**src/sv/plist_pkg.sv**
```systemverilog
package plist_pkg;

   localparam int OP_W       = 3;
   localparam int POSITION_W = 8;
   localparam int POS_W      = 7;
   localparam int VALUE_W    = 32;
   localparam int STATUS_W   = 2;
   localparam int LENGTH_W   = 5;

   localparam logic [OP_W-1:0] OP_INS_FRONT = 3'd0;
   localparam logic [OP_W-1:0] OP_INS_BACK  = 3'd1;
   localparam logic [OP_W-1:0] OP_INS_AT    = 3'd2;
   localparam logic [OP_W-1:0] OP_DEL_FRONT = 3'd3;
   localparam logic [OP_W-1:0] OP_DEL_BACK  = 3'd4;
   localparam logic [OP_W-1:0] OP_DEL_AT    = 3'd5;
   localparam logic [OP_W-1:0] OP_DUMP      = 3'd6;

   localparam logic [STATUS_W-1:0] STAT_OK     = 2'd0;
   localparam logic [STATUS_W-1:0] STAT_EMPTY  = 2'd1;
   localparam logic [STATUS_W-1:0] STAT_BADPOS = 2'd2;
   localparam logic [STATUS_W-1:0] STAT_FULL   = 2'd3;

   typedef enum logic [1:0] {
      CMD_HOLD   = 2'd0,
      CMD_INSERT = 2'd1,
      CMD_DELETE = 2'd2,
      CMD_ROTATE = 2'd3
   } cell_cmd_type;

   typedef struct packed {
      cell_cmd_type     cmd;
      logic [POS_W-1:0] pos;
      logic [POS_W-1:0] last_idx;
   } cell_ctrl_type;

endpackage

```
**src/sv/plist_cell.sv**
```systemverilog
module plist_cell import plist_pkg::*; #(
   parameter int DATA_WIDTH = 32,
   parameter int INDEX      = 0
) (
   input  logic                  clock,
   input  cell_ctrl_type         ctrl,
   input  logic [DATA_WIDTH-1:0] prev_q,
   input  logic [DATA_WIDTH-1:0] next_q,
   input  logic [DATA_WIDTH-1:0] head_q,
   input  logic [DATA_WIDTH-1:0] ins_data,
   output logic [DATA_WIDTH-1:0] data_q
);

   localparam logic [POS_W-1:0] IDX = POS_W'(INDEX);

   logic [DATA_WIDTH-1:0] data_ff;
   logic [DATA_WIDTH-1:0] data_in;

   always_comb begin
      data_in = data_ff;
      unique case (ctrl.cmd)
         CMD_INSERT: begin
            if (IDX > ctrl.pos) begin
               data_in = prev_q;
            end else if (IDX == ctrl.pos) begin
               data_in = ins_data;
            end
         end
         CMD_DELETE: begin
            if (IDX >= ctrl.pos) begin
               data_in = next_q;
            end
         end
         CMD_ROTATE: begin
            if (IDX < ctrl.last_idx) begin
               data_in = next_q;
            end else if (IDX == ctrl.last_idx) begin
               data_in = head_q;
            end
         end
         default: data_in = data_ff;
      endcase
   end

   always_ff @(posedge clock) begin
      data_ff <= data_in;
   end

   assign data_q = data_ff;

endmodule

```
**config.mk**
```make
export PLATFORM = sky130hd
export DESIGN_NAME = plist_cell
export DESIGN_NICKNAME = d
export VERILOG_FILES = /design/src/sv/plist_pkg.sv /design/src/sv/plist_cell.sv
export SDC_FILE = /design/constraint.sdc
export NUM_CORES = 1
export LEC_CHECK = 0
export CAP_MARGIN = 10
export CORE_MARGIN = 3
export CORE_UTILIZATION = 30
export DETAILED_ROUTE_END_ITERATION = 8
export DONT_BUFFER_PORTS = 1
export PLACE_DENSITY = 0.5
export SLEW_MARGIN = 20
export SYNTH_ARGS = -nofsm -noshare
export SYNTH_HDL_FRONTEND = slang
export SYNTH_SLANG_ARGS = --single-unit
```
**constraint.sdc**
```tcl
create_clock -name clock -period 3.2 [get_ports clock]
set_input_delay 0.48 -clock clock [delete_from_list [all_inputs] [get_ports clock]]
set_output_delay 0.48 -clock clock [all_outputs]
set_load 0.01 [all_outputs]
```
; Word level (Yosys, flattened, before mapping)
; Cells that the tools add are included.
[word_totals]
register_bits = 32
inputBits = 145
wordCells = 20
[op_classes]
magnitude_cmp = 3
n_eq_ne = 6
n_mux = 6
n_reduce_logical = 4
[ops]
columns = op, count
row1 = $mux 32, 5
row2 = $pmux 32 s3, 1
row3 = $logic_not 7->1, 2
row4 = $ge 1x7->1 const A, 1
row5 = $gt 1x7->1 const A, 1
row6 = $lt 1x7->1 const A, 1
row7 = $ne 3x3->1 const B, 2
row8 = $eq 2x2->1 const B, 2
row9 = $reduce_and 4->1, 1
row10 = $reduce_bool 3->1, 1
row11 = $eq 2x1->1 const B, 1
row12 = $ne 2x2->1 const B, 1

; Longest topological paths before layout
[logic_depth]
ltp_word = 4
mapped_depth = 5
mapped_depth_nobuf = 4

; Worst setup path before layout
; Ideal clock, no wire load.
[synth_path]
kind = input -> register
start = input ctrl[10] (netlist name)
end = register data_ff[0] (netlist: data_q[0]), enable pin
arrival_time_ps = 2415
setup_slack_ps = 353
cell_stages = 3
n_path_buf = 0
cell_sequence = nor4_1 nand2_1 a21oi_1
[synth_between]
elab_chain_cells = 3
[synth_rtl]
columns = item, line
row1 = "start, declared", plist_cell.sv:6  ; input cell_ctrl_type ctrl,
row2 = $gt 1x7->1 (tied with other cells), plist_cell.sv:23  ; if (IDX > ctrl.pos) begin
row3 = $ne 3x3->1 (no line) or $ne 2x2->1 (tied branches), -
row4 = $reduce_and 4->1 (no line) *, -
row5 = "end signal, assigned", plist_cell.sv:46  ; data_ff <= data_in;
row6 = "end, declared", plist_cell.sv:16  ; logic [DATA_WIDTH-1:0] data_ff;
; Every way passes the cells marked *; elsewhere a longest branch is shown, timed or not.
; A chain may end at the register's enable or synchronous reset.

; Worst setup path in the final report
[layout_path]
start = input ctrl[4] (netlist name)
end = register data_ff[24] (netlist: data_q[24]), data pin
[layout_between]
elab_chain_cells = 3
[layout_rtl]
columns = item, line
row1 = $lt 1x7->1, plist_cell.sv:35  ; if (IDX < ctrl.last_idx) begin
row2 = $mux 32, plist_cell.sv:35
row3 = $pmux 32 s3, plist_cell.sv:21  ; unique case (ctrl.cmd)
row4 = net data_in[24], plist_cell.sv:17  ; logic [DATA_WIDTH-1:0] data_in;
; The timed path passes the listed nets, and every way through them passes these cells.

==> flow_summary.ini <==
[global_routing]
grt_pass1_vias = 1451
overflow = 0
grt_pass1_wl_mm = 7.300
track_usage_pct = 12.74
grt_use_met3_pct = 4.943
grtUsageMet2_pct = 22.92
grt_max_degree = 36
grt_antenna_before_repair = 0
busiest_layer = met2
use_met1_pct = 13.65

[yosys]
ys_ff_latch = 32
yosys_most_used_dff = edfxtp_1
synth_top_area_share_pct = 49.68
synth_common_cells = 33 x a21oi_1, 33 x nor2b_1, 32 x edfxtp_1, 32 x mux2i_1, 30 x o21ai_0
synthesis.nets = 328
synth_area_um2 = 1934
synth_area_leaders = edfxtp_1 50%, mux2i_1 17%, nor2b_1 11%
netlist_instances = 183
synth.avg_cell_area_um2 = 10.57
synth_area_leader_cell = edfxtp_1
seq_area_frac_synth_pct = 49.68
yosys.cell_types.count = 15
ys_async_sr_fraction_pct = 0
yosysWarnings = 0
synth_edf_count = 32

[placement]
hpwl_mm = 3.535
port_buffers = 0
place_area_um2 = 1989
place.gp.congestion = 0.7010

[route]
antenna_left = 0
drt_iter0_markers = 40
drt-pass1-iter-count = 4
routedWlPerCell_um = 18.99
wirelength_mm = 4.843
drc = 0
vias_per_cell = 5.549
vias = 1415

[floorplanning]
core_area_um2 = 6096
io_pins = 177
rows = 28
die_w_um = 86.30
die_area_um2 = 7448
initial_utilization_pct = 31.73
die_y_um = 86.30

[pwr]
power_density_nw_per_um2 = 439.3
ir_drop_v = 0.0001687
p_comb_share_pct = 9.9
seqPwrFrac_pct = 58.6
p_sw_share_pct = 24.16
power.total_mw = 0.9074
switchingPower_mw = 0.2192
clockPowerShare_pct = 31.5
p_leak_nw = 0.8342
power.internal_mw = 0.6882

[clock_tree]
root_buffer = clkbuf_8
cts_tree = built
cts_resized = 0
clk_pin_slew_ns = 0.07
htree_levels = 2
clk_path_buf_depth = 2
ctsHoldBuffers = 0
post-cts-setup-buffers = 0
clock-sinks = 32
cts-buffers-inserted = 5

[cells_and_area]
drive_above_1_share_pct = 6.667
utilization_pct = 33.89
largest_reg_flops = 32
layout.nets = 325
num_antenna_cells = 0
syn2layout_area_growth_pct = 6.792
final_area_um2 = 2066

[sta]
hold-worst-slack_ns = 0.4037
slew_headroom_pct = 30.49
fmax_mhz = 529.0
setup-violations-final = 0
period_share_pct = 59.08
fin_tns_setup_ns = 0
rsz0062_at_grt = no
tightest_slew_ns = 1.039
slew_viol_final = 0
fin_crit_ns = 1.890
hold_viol = 0

[worst_hold_path]
min_path_cells = 2
hp-class = in -> reg
min_from = next_q[19]
whs_endpoint = data_q[19]

[critical_path]
path_class = in -> reg
endpoint_kind = flop
cp_max_fo = 32
startpoint_type = input port
cp-startpoint = ctrl[4]
arrival_ns = 1.90
required_ns = 3.21

[job]
cap_violations = 0

[outcome]
status = completed
worst max-delay path by stage:
stage | slack (ns) | depth (start not counted) | to
3_5_place_dp | 1.0 | 4 | data_q[24]
2_1_floorplan | 0.35 | 3 | data_q[0]
4_1_cts | 1.30 | 4 | data_q[24]
3_3_place_gp | 1.10 | 4 | data_q[28]
5_1_grt | 1.15 | 4 | data_q[21]
6_report | 1.31 | 4 | data_q[24]
placed cells by master (no fill, tap or decap):
master | synthesis | routed
clkinv_1 | 0 | 2
nor4_2 | 1 | 1
a21oi_4 | 0 | 1
mux2i_1 | 32 | 32
nand2_1 | 2 | 2
a21oi_1 | 33 | 32
nor2b_2 | 0 | 1
nor4_1 | 1 | 1
buf_4 | 0 | 3
clkbuf_8 | 0 | 5
nor2_1 | 1 | 1
nand2_2 | 1 | 1
nor3_1 | 2 | 2
edfxtp_1 | 32 | 32
nor2b_1 | 33 | 32
o21ai_0 | 30 | 30
o21ai_1 | 2 | 2
layout make-up:
cell class | count | area [um^2]
Clock buffer | 5 | 68.82
Multi-Input combinational cell | 138 | 912.1
Sequential cell | 32 | 960.9
Clock inverter | 2 | 7.507
Tap cell | 75 | 93.84
Timing Repair Buffer | 3 | 22.52
Fill cell | 637 | 4030
worst max-delay path, cell delays in order:
cell	delay, ns
nor4_2	0.28
nand2_2	0.63
mux2i_1	0.37
o21ai_0	0.12
per-layer routing:
| layer | share of wire [%] | routed length [um] | vias to the layer above |
|---|---|---|---|
| met5 | 0 | 0 | - |
| met4 | 1.2 | 59 | 0 |
| met3 | 9.2 | 444 | 6 |
| met2 | 51 | 2487 | 84 |
| met1 | 38 | 1852 | 659 |
| li1 | - | - | 666 |
power by group through the flow:
stage,clock [mW],sequential [mW],combinational [mW]
6_report,0.286,0.532,0.0901
5_1_grt,0.324,0.534,0.104
4_1_cts,0.298,0.533,0.0912
3_5_place_dp,0,0.542,0.0917
3_3_place_gp,0,0.541,0.0853
2_1_floorplan,0,0.536,0.0763
cells by family (layout without fill, tap and decap cells):
family | Yosys count | in the layout | synth area share [%]
compound gates | 65 | 65 | 16.82
mux | 32 | 32 | 16.56
flops | 32 | 32 | 49.68
buf+inv | 13 | 10 | 3.881
simple gates | 41 | 41 | 13.07
metrics by stage:
step | std cells | worst slack (ns)
final | 255 | 1.310
after global routing | 255 | 1.147
after CTS | 255 | 1.304
after detailed placement | 248 | 0.9997
after global placement | 248 | 1.102
after floorplan | 183 | 0.3528
(Power assumes the default switching activity.)
